## src/rtl/xtl_pkg.sv

```systemverilog
// ----------------------------------------------------------------------------
// xtl_pkg
// Shared types, codes and lookup functions for the XML tag lexer.
// ----------------------------------------------------------------------------
package xtl_pkg;

    localparam int ENTITY_MAX_LEN = 32;

    localparam logic [1:0] OP_CHAR  = 2'd0;
    localparam logic [1:0] OP_BEGIN = 2'd1;
    localparam logic [1:0] OP_EOS   = 2'd2;

    localparam logic [2:0] TOK_CHAR  = 3'd0;
    localparam logic [2:0] TOK_EMPTY = 3'd1;
    localparam logic [2:0] TOK_DONE  = 3'd2;
    localparam logic [2:0] TOK_END   = 3'd3;
    localparam logic [2:0] TOK_ERR   = 3'd4;

    localparam logic [1:0] FLD_NAME  = 2'd0;
    localparam logic [1:0] FLD_ANAME = 2'd1;
    localparam logic [1:0] FLD_AVAL  = 2'd2;

    localparam logic [2:0] ERR_NAME = 3'd0;
    localparam logic [2:0] ERR_ATTR = 3'd1;
    localparam logic [2:0] ERR_EQ   = 3'd2;
    localparam logic [2:0] ERR_VAL  = 3'd3;
    localparam logic [2:0] ERR_END  = 3'd4;

    localparam logic [1:0] EK_NONE = 2'd0;
    localparam logic [1:0] EK_NAME = 2'd1;
    localparam logic [1:0] EK_DEC  = 2'd2;
    localparam logic [1:0] EK_HEX  = 2'd3;

    localparam logic [4:0] S_IDLE = 5'd0;
    localparam logic [4:0] S_WCN  = 5'd1;
    localparam logic [4:0] S_WN   = 5'd2;
    localparam logic [4:0] S_RN   = 5'd3;
    localparam logic [4:0] S_WAN  = 5'd4;
    localparam logic [4:0] S_RAN  = 5'd5;
    localparam logic [4:0] S_WEQ  = 5'd6;
    localparam logic [4:0] S_WAV  = 5'd7;
    localparam logic [4:0] S_RAV  = 5'd8;
    localparam logic [4:0] S_Q1   = 5'd9;
    localparam logic [4:0] S_Q2   = 5'd10;
    localparam logic [4:0] S_WC1  = 5'd11;
    localparam logic [4:0] S_WC2  = 5'd12;
    localparam logic [4:0] S_RC   = 5'd13;
    localparam logic [4:0] S_WEC1 = 5'd14;
    localparam logic [4:0] S_WEC2 = 5'd15;
    localparam logic [4:0] S_WEND = 5'd16;
    localparam logic [4:0] S_ERR  = 5'd17;

    typedef struct packed {
        logic [2:0] token;
        logic [1:0] field;
        logic [7:0] char_out;
        logic       restart;
        logic       closing;
        logic       self_closing;
        logic       comment;
        logic [2:0] error_code;
        logic       last;
    } t_res;

    // entity name character at a position, 0 past its end
    function automatic logic [7:0] ent_name_ch(input logic [2:0] idx, input logic [5:0] pos);
        logic [7:0] ch;
        ch = 8'h00;
        case (idx)
            3'd1: ch = (pos == 6'd0) ? "l" : (pos == 6'd1) ? "t" : 8'h00;
            3'd2: ch = (pos == 6'd0) ? "g" : (pos == 6'd1) ? "t" : 8'h00;
            3'd3: ch = (pos == 6'd0) ? "a" : (pos == 6'd1) ? "m" :
                       (pos == 6'd2) ? "p" : 8'h00;
            3'd4: ch = (pos == 6'd0) ? "q" : (pos == 6'd1) ? "u" :
                       (pos == 6'd2) ? "o" : (pos == 6'd3) ? "t" : 8'h00;
            default: ch = 8'h00;
        endcase
        return ch;
    endfunction

    function automatic logic [5:0] ent_len(input logic [2:0] idx);
        logic [5:0] n;
        case (idx)
            3'd1, 3'd2: n = 6'd2;
            3'd3:       n = 6'd3;
            3'd4:       n = 6'd4;
            default:    n = 6'd0;
        endcase
        return n;
    endfunction

    function automatic logic [7:0] ent_char(input logic [2:0] idx);
        logic [7:0] ch;
        case (idx)
            3'd1:    ch = "<";
            3'd2:    ch = ">";
            3'd3:    ch = "&";
            3'd4:    ch = 8'h22;
            default: ch = "?";
        endcase
        return ch;
    endfunction

    function automatic logic [1:0] field_of(input logic [4:0] st);
        logic [1:0] f;
        case (st)
            S_WAN, S_RAN, S_WEQ:      f = FLD_ANAME;
            S_WAV, S_RAV, S_Q1, S_Q2: f = FLD_AVAL;
            default:                  f = FLD_NAME;
        endcase
        return f;
    endfunction

    function automatic logic [2:0] err_of(input logic [4:0] st);
        logic [2:0] e;
        case (st)
            S_WN, S_WCN, S_RN:        e = ERR_NAME;
            S_WAN, S_RAN:             e = ERR_ATTR;
            S_WEQ:                    e = ERR_EQ;
            S_WAV, S_RAV, S_Q1, S_Q2: e = ERR_VAL;
            default:                  e = ERR_END;
        endcase
        return e;
    endfunction

    function automatic t_res mk_res(input logic [2:0] tok, input logic [1:0] fld,
                                    input logic [7:0] ch, input logic rst,
                                    input logic [2:0] err, input logic cl,
                                    input logic sc, input logic cm);
        t_res r;
        r.token        = tok;
        r.field        = fld;
        r.char_out     = ch;
        r.restart      = rst;
        r.closing      = (tok == TOK_END) ? cl : 1'b0;
        r.self_closing = (tok == TOK_END) ? sc : 1'b0;
        r.comment      = (tok == TOK_END) ? cm : 1'b0;
        r.error_code   = err;
        r.last         = 1'b0;
        return r;
    endfunction

endpackage

```

## src/rtl/xml_tag_lexer.sv

```systemverilog
// ----------------------------------------------------------------------------
// xml_tag_lexer
// Streaming lexer for the body of one XML tag, one character per transaction.
// ----------------------------------------------------------------------------
// Results are registered into the result queue on the edge that accepts the input.
// Throughput: 1 input per cycle; each input yields 0..2 results, drained at
//   1 per cycle while i_ready is high from a 4-entry result queue, so inputs
//   stall only while the queue holds more than 2 results.
// Reset: synchronous active-low; lexer idle, queue empty.
module xml_tag_lexer
    import xtl_pkg::*;
(
    input  logic       i_clk,
    input  logic       i_rst_n,
    input  logic       i_valid,
    output logic       o_ready,
    input  logic [1:0] i_opcode,
    input  logic [7:0] i_char_in,
    output logic       o_valid,
    input  logic       i_ready,
    output logic [2:0] o_token,
    output logic [1:0] o_field,
    output logic [7:0] o_char_out,
    output logic       o_restart,
    output logic       o_closing,
    output logic       o_self_closing,
    output logic       o_comment,
    output logic [2:0] o_error_code,
    output logic       o_last
);

    logic [4:0]  r_st, n_st;
    logic        r_cf, n_cf, r_sf, n_sf, r_cmf, n_cmf, r_qt, n_qt;
    logic        r_ea, n_ea, r_ns, n_ns, r_esf, n_esf;
    logic [5:0]  r_el, n_el;
    logic [1:0]  r_ek, n_ek;
    logic [2:0]  r_nm, n_nm;
    logic [30:0] r_nv, n_nv;

    t_res        res [2];
    logic [1:0]  cnt;

    t_res        r_q [4];
    logic [1:0]  r_wp, r_rp;
    logic [2:0]  r_qc;

    logic        in_fire, out_fire;

    always_comb begin
        logic [7:0]  c, term, dch, edec;
        logic        set, add, is_alnum, done, dig_ok;
        logic [1:0]  fld;
        logic [3:0]  d;
        logic [35:0] v;

        n_st = r_st; n_cf = r_cf; n_sf = r_sf; n_cmf = r_cmf; n_qt = r_qt;
        n_ea = r_ea; n_el = r_el; n_ek = r_ek; n_nm = r_nm; n_nv = r_nv;
        n_ns = r_ns; n_esf = r_esf;
        res[0] = '0; res[1] = '0; cnt = 2'd0;
        c = i_char_in; term = r_qt ? "?" : "/";
        set = 1'b0; add = 1'b0; done = 1'b0; fld = FLD_NAME;
        d = 4'd0; dig_ok = 1'b0; v = '0; dch = 8'h00; edec = "?";
        is_alnum = (c >= "a" && c <= "z") || (c >= "A" && c <= "Z") ||
                   (c >= "0" && c <= "9");

        // decoded value of the pending entity
        if (r_ek == EK_NONE) edec = "?";
        else if (r_ek == EK_NAME)
            edec = (r_nm != 3'd0 && r_el == ent_len(r_nm)) ? ent_char(r_nm) : "?";
        else edec = r_nv[7:0];

        if (in_fire) begin
            if (i_opcode == OP_BEGIN) begin
                n_st = S_WCN; n_cf = 1'b0; n_sf = 1'b0; n_cmf = 1'b0; n_qt = 1'b0;
                n_ea = 1'b0; n_el = '0; n_ek = EK_NONE; n_nm = '0; n_nv = '0;
                n_ns = 1'b0; n_esf = 1'b0;
            end else if ((i_opcode == OP_CHAR || i_opcode == OP_EOS) &&
                         r_st != S_IDLE && r_st != S_ERR) begin
                // entity emit, shared by end of stream and entity feed
                dch = 8'h00;
                if (i_opcode == OP_EOS) begin
                    if (r_ea) begin
                        dch = edec; done = 1'b1;
                    end
                end else if (r_ea) begin
                    if (c == ";") begin
                        dch = edec; done = 1'b1;
                    end else if (!(is_alnum || c == "#") ||
                                 r_el >= 6'(ENTITY_MAX_LEN)) begin
                        dch = "?"; done = 1'b1;
                    end else begin
                        if (r_el == 6'd0) begin
                            if (c == "#") n_ek = EK_DEC;
                            else begin
                                n_ek = EK_NAME;
                                n_nm = (c == "l") ? 3'd1 : (c == "g") ? 3'd2 :
                                       (c == "a") ? 3'd3 : (c == "q") ? 3'd4 : 3'd0;
                            end
                        end else if (r_ek == EK_NAME) begin
                            if (!(r_nm != 3'd0 && r_el < ent_len(r_nm) &&
                                  ent_name_ch(r_nm, r_el) == c))
                                n_nm = 3'd0;
                        end else if (r_ek == EK_DEC && r_el == 6'd1 && c == "x") begin
                            n_ek = EK_HEX;
                        end else begin
                            if (c >= "0" && c <= "9") begin
                                d = 4'(c - "0"); dig_ok = 1'b1;
                            end else if (r_ek == EK_HEX && c >= "a" && c <= "f") begin
                                d = 4'(c - "a" + 8'd10); dig_ok = 1'b1;
                            end else if (r_ek == EK_HEX && c >= "A" && c <= "F") begin
                                d = 4'(c - "A" + 8'd10); dig_ok = 1'b1;
                            end
                            if (!r_ns && dig_ok) begin
                                if (r_ek == EK_HEX)
                                    v = {1'b0, r_nv, 4'd0} + 36'(d);
                                else
                                    v = {2'b0, r_nv, 3'd0} + {4'b0, r_nv, 1'b0} + 36'(d);
                                n_nv = (v > 36'h07FFFFFFF) ? 31'h7FFFFFFF : v[30:0];
                            end else begin
                                n_ns = 1'b1;
                            end
                        end
                        n_el = r_el + 6'd1;
                    end
                end
                if (done) begin
                    if (dch == 8'h00) begin
                        if (r_esf) begin
                            res[cnt[0]] = mk_res(TOK_EMPTY, FLD_AVAL, 8'h00, 1'b0, 3'd0,
                                                 n_cf, n_sf, n_cmf);
                            cnt = cnt + 2'd1;
                        end
                    end else begin
                        res[cnt[0]] = mk_res(TOK_CHAR, FLD_AVAL, dch, r_esf, 3'd0,
                                             n_cf, n_sf, n_cmf);
                        cnt = cnt + 2'd1;
                    end
                    n_ea = 1'b0; n_el = '0; n_ek = EK_NONE; n_nm = '0; n_nv = '0;
                    n_ns = 1'b0; n_esf = 1'b0;
                end

                if (i_opcode == OP_EOS) begin
                    res[cnt[0]] = mk_res(TOK_END, FLD_NAME, 8'h00, 1'b0, 3'd0,
                                         n_cf, n_sf, n_cmf);
                    cnt = cnt + 2'd1;
                    n_st = S_IDLE;
                end else if (!r_ea) begin
                    // tag character
                    if (r_st == S_Q1 || r_st == S_Q2) begin
                        if ((r_st == S_Q1 && c == 8'h22) || (r_st == S_Q2 && c == 8'h27)) begin
                            res[cnt[0]] = mk_res(TOK_DONE, FLD_AVAL, 8'h00, 1'b0, 3'd0,
                                                 n_cf, n_sf, n_cmf);
                            cnt = cnt + 2'd1;
                            n_st = S_WAN;
                        end else if (c == "&") begin
                            n_ea = 1'b1; n_el = '0; n_ek = EK_NONE; n_nm = '0;
                            n_nv = '0; n_ns = 1'b0; n_esf = 1'b0;
                        end else begin
                            res[cnt[0]] = mk_res(TOK_CHAR, FLD_AVAL, c, 1'b0, 3'd0,
                                                 n_cf, n_sf, n_cmf);
                            cnt = cnt + 2'd1;
                        end
                    end else if (r_st == S_RC && c != "-") begin
                        n_st = r_st;
                    end else if (c == " " || c == 8'h09 || c == 8'h0D || c == 8'h0A) begin
                        if (r_st == S_RN || r_st == S_RAN || r_st == S_RAV) begin
                            res[cnt[0]] = mk_res(TOK_DONE, field_of(r_st), 8'h00, 1'b0,
                                                 3'd0, n_cf, n_sf, n_cmf);
                            cnt = cnt + 2'd1;
                            n_st = (r_st == S_RAN) ? S_WEQ : S_WAN;
                        end
                    end else if (c == ">") begin
                        if (r_st == S_WEC2) begin
                            n_cmf = 1'b1; n_cf = 1'b1;
                            res[cnt[0]] = mk_res(TOK_END, FLD_NAME, 8'h00, 1'b0, 3'd0,
                                                 n_cf, n_sf, n_cmf);
                            cnt = cnt + 2'd1;
                            n_st = S_IDLE;
                        end else if (r_st != S_WEND && r_st != S_WAN && r_st != S_RAV &&
                                     r_st != S_RN) begin
                            res[cnt[0]] = mk_res(TOK_ERR, FLD_NAME, 8'h00, 1'b0,
                                                 err_of(r_st), n_cf, n_sf, n_cmf);
                            cnt = cnt + 2'd1;
                            n_st = S_ERR; n_ea = 1'b0;
                        end else begin
                            if (r_st == S_RN || r_st == S_RAV) begin
                                res[cnt[0]] = mk_res(TOK_DONE, field_of(r_st), 8'h00,
                                                     1'b0, 3'd0, n_cf, n_sf, n_cmf);
                                cnt = cnt + 2'd1;
                            end
                            res[cnt[0]] = mk_res(TOK_END, FLD_NAME, 8'h00, 1'b0, 3'd0,
                                                 n_cf, n_sf, n_cmf);
                            cnt = cnt + 2'd1;
                            n_st = S_IDLE;
                        end
                    end else if (c == term) begin
                        if (r_st == S_WCN) begin
                            n_st = S_WN; n_cf = 1'b1;
                        end else if (r_st != S_WAN && r_st != S_RAV && r_st != S_RN) begin
                            res[cnt[0]] = mk_res(TOK_ERR, FLD_NAME, 8'h00, 1'b0,
                                                 err_of(r_st), n_cf, n_sf, n_cmf);
                            cnt = cnt + 2'd1;
                            n_st = S_ERR; n_ea = 1'b0;
                        end else begin
                            if (r_st == S_RN || r_st == S_RAV) begin
                                res[cnt[0]] = mk_res(TOK_DONE, field_of(r_st), 8'h00,
                                                     1'b0, 3'd0, n_cf, n_sf, n_cmf);
                                cnt = cnt + 2'd1;
                            end
                            n_sf = 1'b1; n_st = S_WEND;
                        end
                    end else if (c == "=") begin
                        if (r_st != S_WEQ && r_st != S_RAN) begin
                            res[cnt[0]] = mk_res(TOK_ERR, FLD_NAME, 8'h00, 1'b0,
                                                 err_of(r_st), n_cf, n_sf, n_cmf);
                            cnt = cnt + 2'd1;
                            n_st = S_ERR; n_ea = 1'b0;
                        end else begin
                            if (r_st == S_RAN) begin
                                res[cnt[0]] = mk_res(TOK_DONE, FLD_ANAME, 8'h00, 1'b0,
                                                     3'd0, n_cf, n_sf, n_cmf);
                                cnt = cnt + 2'd1;
                            end
                            n_st = S_WAV;
                        end
                    end else if (c == 8'h27 || c == 8'h22) begin
                        if (r_st != S_WAV) begin
                            res[cnt[0]] = mk_res(TOK_ERR, FLD_NAME, 8'h00, 1'b0,
                                                 err_of(r_st), n_cf, n_sf, n_cmf);
                            cnt = cnt + 2'd1;
                            n_st = S_ERR; n_ea = 1'b0;
                        end else begin
                            res[cnt[0]] = mk_res(TOK_EMPTY, FLD_AVAL, 8'h00, 1'b0, 3'd0,
                                                 n_cf, n_sf, n_cmf);
                            cnt = cnt + 2'd1;
                            n_st = (c == 8'h22) ? S_Q1 : S_Q2;
                        end
                    end else begin
                        fld = field_of(r_st);
                        case (r_st)
                            S_WCN, S_WN: begin
                                set = 1'b1;
                                if (c == "!") n_st = S_WC1;
                                else begin
                                    if (c == "?") n_qt = 1'b1;
                                    n_st = S_RN;
                                end
                            end
                            S_WAN: begin
                                set = 1'b1; n_st = S_RAN;
                            end
                            S_WAV: begin
                                set = 1'b1; n_st = S_RAV;
                            end
                            S_RN, S_RAN, S_RAV: add = 1'b1;
                            S_WC1, S_WC2: begin
                                add = 1'b1;
                                if (c != "-") n_st = S_WN;
                                else n_st = (r_st == S_WC1) ? S_WC2 : S_RC;
                            end
                            S_RC:   if (c == "-") n_st = S_WEC1;
                            S_WEC1: n_st = (c == "-") ? S_WEC2 : S_RC;
                            S_WEC2: if (c != "-") n_st = S_RC;
                            default: begin
                                res[cnt[0]] = mk_res(TOK_ERR, FLD_NAME, 8'h00, 1'b0,
                                                     err_of(r_st), n_cf, n_sf, n_cmf);
                                cnt = cnt + 2'd1;
                                n_st = S_ERR; n_ea = 1'b0;
                            end
                        endcase
                        if (n_st != S_ERR) begin
                            if (c == "&") begin
                                if (n_st != S_RAV) begin
                                    res[cnt[0]] = mk_res(TOK_ERR, FLD_NAME, 8'h00, 1'b0,
                                                         err_of(n_st), n_cf, n_sf, n_cmf);
                                    cnt = cnt + 2'd1;
                                    n_st = S_ERR; n_ea = 1'b0;
                                end else if (set || add) begin
                                    n_ea = 1'b1; n_el = '0; n_ek = EK_NONE; n_nm = '0;
                                    n_nv = '0; n_ns = 1'b0; n_esf = set;
                                end
                            end else if (set || add) begin
                                res[cnt[0]] = mk_res(TOK_CHAR, fld, c, set, 3'd0,
                                                     n_cf, n_sf, n_cmf);
                                cnt = cnt + 2'd1;
                            end
                        end
                    end
                end
            end
        end
        if (cnt == 2'd1) res[0].last = 1'b1;
        if (cnt == 2'd2) res[1].last = 1'b1;
    end

    assign o_ready  = (r_qc <= 3'd2);
    assign in_fire  = i_valid && o_ready;
    assign o_valid  = (r_qc != 3'd0);
    assign out_fire = o_valid && i_ready;

    always_ff @(posedge i_clk) begin
        if (!i_rst_n) begin
            r_st <= S_IDLE; r_cf <= 1'b0; r_sf <= 1'b1; r_cmf <= 1'b0; r_qt <= 1'b0;
            r_ea <= 1'b0; r_el <= '0; r_ek <= EK_NONE; r_nm <= '0; r_nv <= '0;
            r_ns <= 1'b0; r_esf <= 1'b0;
            r_wp <= '0; r_rp <= '0; r_qc <= '0;
        end else begin
            r_st <= n_st; r_cf <= n_cf; r_sf <= n_sf; r_cmf <= n_cmf; r_qt <= n_qt;
            r_ea <= n_ea; r_el <= n_el; r_ek <= n_ek; r_nm <= n_nm; r_nv <= n_nv;
            r_ns <= n_ns; r_esf <= n_esf;
            r_wp <= r_wp + cnt;
            r_rp <= r_rp + 2'(out_fire);
            r_qc <= r_qc + 3'(cnt) - 3'(out_fire);
        end
    end

    always_ff @(posedge i_clk) begin
        if (cnt != 2'd0) r_q[r_wp] <= res[0];
        if (cnt == 2'd2) r_q[r_wp + 2'd1] <= res[1];
    end

    assign o_token        = r_q[r_rp].token;
    assign o_field        = r_q[r_rp].field;
    assign o_char_out     = r_q[r_rp].char_out;
    assign o_restart      = r_q[r_rp].restart;
    assign o_closing      = r_q[r_rp].closing;
    assign o_self_closing = r_q[r_rp].self_closing;
    assign o_comment      = r_q[r_rp].comment;
    assign o_error_code   = r_q[r_rp].error_code;
    assign o_last         = r_q[r_rp].last;

endmodule

```

## config.mk

```make
export PLATFORM = sky130hd
export DESIGN_NAME = xml_tag_lexer
export DESIGN_NICKNAME = d
export VERILOG_FILES = /design/src/rtl/xtl_pkg.sv /design/src/rtl/xml_tag_lexer.sv
export SDC_FILE = /design/constraint.sdc
export NUM_CORES = 1
export LEC_CHECK = 0
export ABC_AREA = 1
export BUFFER_PORTS_ARGS = -buffer_cell sky130_fd_sc_hd__buf_4
export CORE_ASPECT_RATIO = 1.1
export CORE_UTILIZATION = 54
export DETAILED_ROUTE_END_ITERATION = 16
export HOLD_SLACK_MARGIN = 0.02
export PLACE_DENSITY_LB_ADDON = 0.12
export SLEW_MARGIN = 5
export SYNTH_ARGS = -nofsm -noshare
export SYNTH_HDL_FRONTEND = slang
export SYNTH_SLANG_ARGS = --single-unit
```

## constraint.sdc

```tcl
create_clock -name i_clk -period 7.3 [get_ports i_clk]
set_clock_uncertainty 0.05 [all_clocks]
set_input_delay 0 -clock i_clk [delete_from_list [all_inputs] [get_ports i_clk]]
set_output_delay 0 -clock i_clk [all_outputs]
set_load 0.02 [all_outputs]
```

==> impl_summary.txt <==
----------------------------------------------------
[GRT]
  GRT overflow ... 0
  Overall track demand over capacity in global routing ... approximately 37%
  Global-route wire length before repair ... ~74000 um
  Antenna violations before repair ... 0
  Maximum number of pins on one net before global-route repair ... 54
  Number of global-route vias before repair ... between 10000 and 15000

[Yosys]
  Syn Nets ... around 2200
  Top_reg_cell synth ... edfxtp_1
  Gate count after technology mapping ... between 2000 and 2500
  Netlist area before placement ... about 14000 um^2
  Synth Register Bits ... 148
  FFs w/ async S/R, synth ... 0%
  Post-synthesis sequential area ratio ... between 20% and 30%
  Number of flops mapped to enable cells by yosys ... 84
  Total number of yosys warnings ... 0
  Mean instance size in the synthesized netlist ... approximately 6.6 um^2
  Distinct cells, synth ... 58

[Job]
  Max capacitance violation total ... 0

[Drt]
  Drt wl/cell ... 19.7 um
  Antenna violation net count after detailed routing ... 0
  Ratio of routed vias to standard cells ... 6.08
  Number of DRC markers in iteration 0 ... approximately 1500
  First drt pass iteration count ... 6
  Sum of routed wire length over all layers ... ~48000 um
  DRC violations left ... 0
  Count of vias placed by the detailed router ... 14819

[Timing]
  Relative max-transition margin ... between 10% and 20%
  Transition time at the pin with the least slew margin ... approximately 1.2 ns
  Unrepaired setup endpoints after global routing ... false
  Final critical path time including I/O delays and setup ... approximately 6.2 ns
  Highest clock frequency the design can meet ... between 0.15 and 0.2 GHz
  Fin. Hold Viols ... 0
  Max-slew violation count ... 0
  Final setup violation count ... 0
  Post-route worst hold slack ... approximately 0.12 ns
  Final worst slack ... about 1.1 ns
  Share of the cycle needed by the critical path after routing ... between 80% and 90%
  Final-layout setup total negative slack ... 0 ns

[Placed design]
  HPWL after detailed placement ... around 36000 um
  Minimum setup slack after placement ... 1.31 ns
  PortBufs ... 36
  Placer Congestion ... 1.04

[Setup path]
  Worst path top cell family by delay ... simple AND/OR/NAND/NOR gates
  Required time worst endpoint ... between 7 and 8 ns
  Max stage delay cell, worst path ... nand2_1
  Critical path endpoint category ... flip-flop
  Type of the worst setup path ... reg -> reg
  Path depth of the worst reg2reg path ... 31
  Endpoint of the most critical setup path ... r_q[3][15]$_DFFE_PP_
  Logic depth of the worst setup path including buffers ... 31
  Setup slack of the most critical reg-to-reg path ... around 1.1 ns
  Worst setup path startpoint ... r_nm[2]$_SDFFE_PN0P_
  Cell occurring most often along the worst timing path ... nand2_1
  CP Data Arrival Time ... about 6.3 ns
  Delay contributed by the slowest stage of the critical path ... around 0.52 ns
  Crit-path max FO ... 31
  Reg2Reg Launch Point ... r_nm[2]$_SDFFE_PN0P_
  Startpoint type of the worst setup path ... flip-flop
  Buffers & Inverters on Critical Path ... 6
  Worst r2r dst ... r_q[3][15]$_DFFE_PP_

[Clock network]
  Clock Sink Count ... 148
  Hold buffer count at CTS ... 1
  Number of buffers inserted by post-CTS setup repair ... 0
  Largest buffer count on any clock path ... 2
  Clock-pin slew of the registers on the worst-case setup and hold paths ... around 0.07 ns
  Deepest level of the CTS H-tree ... 4
  Clk_lat worst skew ... roughly 0.45 ns
  Clock tree from TritonCTS ... built
  Cell at the root of the clock tree ... clkbuf_16
  Inserted Clock Buffers ... 17
  Number of gates resized after cts ... 0

[Die]
  Site Rows ... between 60 and 70
  Total core area ... about 25000 um^2
  Count of boundary I/O pins ... 37
  Die area ... 26300 um^2
  Die X ... 155 um
  Initial Utilization ... between 50% and 60%
  Overall die height ... 170 um

[Run status]
  Run status ... complete, no violations

[Cells and area]
  Ant. Diodes ... 0
  Post-layout net count ... between 2000 and 2500
  Layout cell share with drive strength beyond 1 ... roughly 8.3%
  Final core occ ... around three fifths
  Area growth from synthesis to layout ... 7.28%

[Power and ir drop]
  Cell area power density ... about 170 nW/um^2
  Worst-case vdd ir drop ... about 0.14 mV
  Leakage component of the power ... ~6.7 nW

[Min path]
  Class of the tightest hold or removal check ... in -> reg

----------------------------------------------------
[cells in the mapped netlist (7+ instances only)]
| cell type | n | area, um^2 |
|---|---|---|
| nand2_2 | 11 | 68.8 |
| o21a_1 | 19 | 143 |
| nor4_1 | 12 | 75.1 |
| nand4_1 | 97 | 607 |
| nor3_1 | 26 | 130 |
| buf_6 | 8 | 90.1 |
| nor2_2 | 11 | 68.8 |
| a211oi_1 | 13 | 97.6 |
| xnor2_1 | 13 | 114 |
| inv_2 | 35 | 131 |
| ha_1 | 99 | 1240 |
| buf_2 | 21 | 105 |
| inv_1 | 177 | 664 |
| clkbuf_1 | 48 | 180 |
| or2_2 | 11 | 68.8 |
| dfxtp_1 | 64 | 1280 |
| o21ai_0 | 152 | 761 |
| o21ai_1 | 12 | 60.1 |
| o211ai_1 | 17 | 128 |
| a31oi_1 | 21 | 131 |
| nand3_1 | 97 | 485 |
| nand2_1 | 535 | 2010 |
| buf_4 | 7 | 52.6 |
| xor2_1 | 13 | 114 |
| nor2_1 | 208 | 781 |
| o22ai_1 | 27 | 169 |
| a21oi_1 | 178 | 891 |
| edfxtp_1 | 84 | 2520 |
[registers in the layout, indices dropped and copies added, names as in the netlist, named ones only]
register and count:
r_ek 2, r_esf 1, r_cf 1, r_ns 1, r_wp 2, r_q 84, r_nv 31, r_cmf 1
r_nm 3, r_ea 1, r_qc 3, r_sf 1, r_st 5, r_el 6, r_qt 1, r_rp 2
[cell type report]
cell class | count | area [um^2]
fillers | 2481 | 10400
multi-input cells | 1637 | 8820
flip-flops and latches | 148 | 3800
inverters | 217 | 815
clock buffers | 20 | 458
well taps | 346 | 433
repair buffers | 57 | 430
clock inverters | 12 | 115
[placed cells by master, fill, tap and decap left out, types with 21 or more instances in the layout]
cell type,n
a21oi_1,177
a31oi_1,21
buf_4,56
dfxtp_1,64
edfxtp_1,84
ha_1,99
inv_1,177
inv_2,35
nand2_1,535
nand3_1,97
nand4_1,97
nor2_1,208
nor3_1,25
o21ai_0,152
o22ai_1,27
[worst register-to-register path, delay by kind of cell (launching register included)]
| kind | cells | cell delay [ns] |
|---|---|---|
| AND/OR/NAND/NOR | 20 | 3.20 |
| flip-flops | 1 | 0.48 |
| adder cells (fa/ha/maj) | 2 | 0.63 |
| AO/OA/AOI/OAI | 3 | 0.51 |
| buffers and inverters | 6 | 1.04 |
[logic make-up after synthesis]
kind of cell	after synthesis	share of synthesized area (%)
AND/OR/NAND/NOR	1029	32.8
multiplexers	1	0.0722
buffers and inverters	305	9.07
adder cells (fa/ha/maj)	102	9.37
AO/OA/AOI/OAI	479	19.6
flip-flops	148	27.4
XOR/XNOR	26	1.64
[where the power goes]
part / total [mW] / internal [mW] / leakage (nW) / switching [mW]
Sequential: 0.931 / 0.911 / 1.30 / 0.0202
Combinational: 0.747 / 0.235 / 5.15 / 0.513
Clock: 0.893 / 0.470 / 0.279 / 0.424
Total: 2.57 / 1.62 / 6.73 / 0.956
[routing by layer]
layer  track usage [%]  wire length [um]
met5                 0                 0
met3              6.14              3960
met1              46.2             19700
met4              16.7              1990
met2              61.0             22300
[worst min-delay path by stage]
stage | startpoint | to | slack (ns) | depth (start not counted)
after floorplan | i_rst_n | r_sf$_SDFFE_PN1P_ | 0.02 | 1
after global routing | i_char_in[5] | r_qt$_SDFFE_PN0P_ | 0.18 | 5
after global placement | i_rst_n | r_sf$_SDFFE_PN1P_ | 0.19 | 2
after CTS | i_ready | r_rp[0]$_SDFF_PN0_ | 0.13 | 5
final | i_ready | r_rp[0]$_SDFF_PN0_ | 0.12 | 5
after detailed placement | i_rst_n | r_sf$_SDFFE_PN1P_ | 0.19 | 2
[metrics by stage]
step | instance area, um^2 | total power, mW | instances
3_3_place_gp | 14300 | 1.68 | 2404
4_1_cts | 14900 | 2.57 | 2437
3_5_place_dp | 14300 | 1.69 | 2404
2_1_floorplan | 13900 | 1.43 | 2090
5_1_grt | 14900 | 2.67 | 2437
6_report | 14900 | 2.57 | 2437
Note: power is estimated with default switching activity, not from simulation.
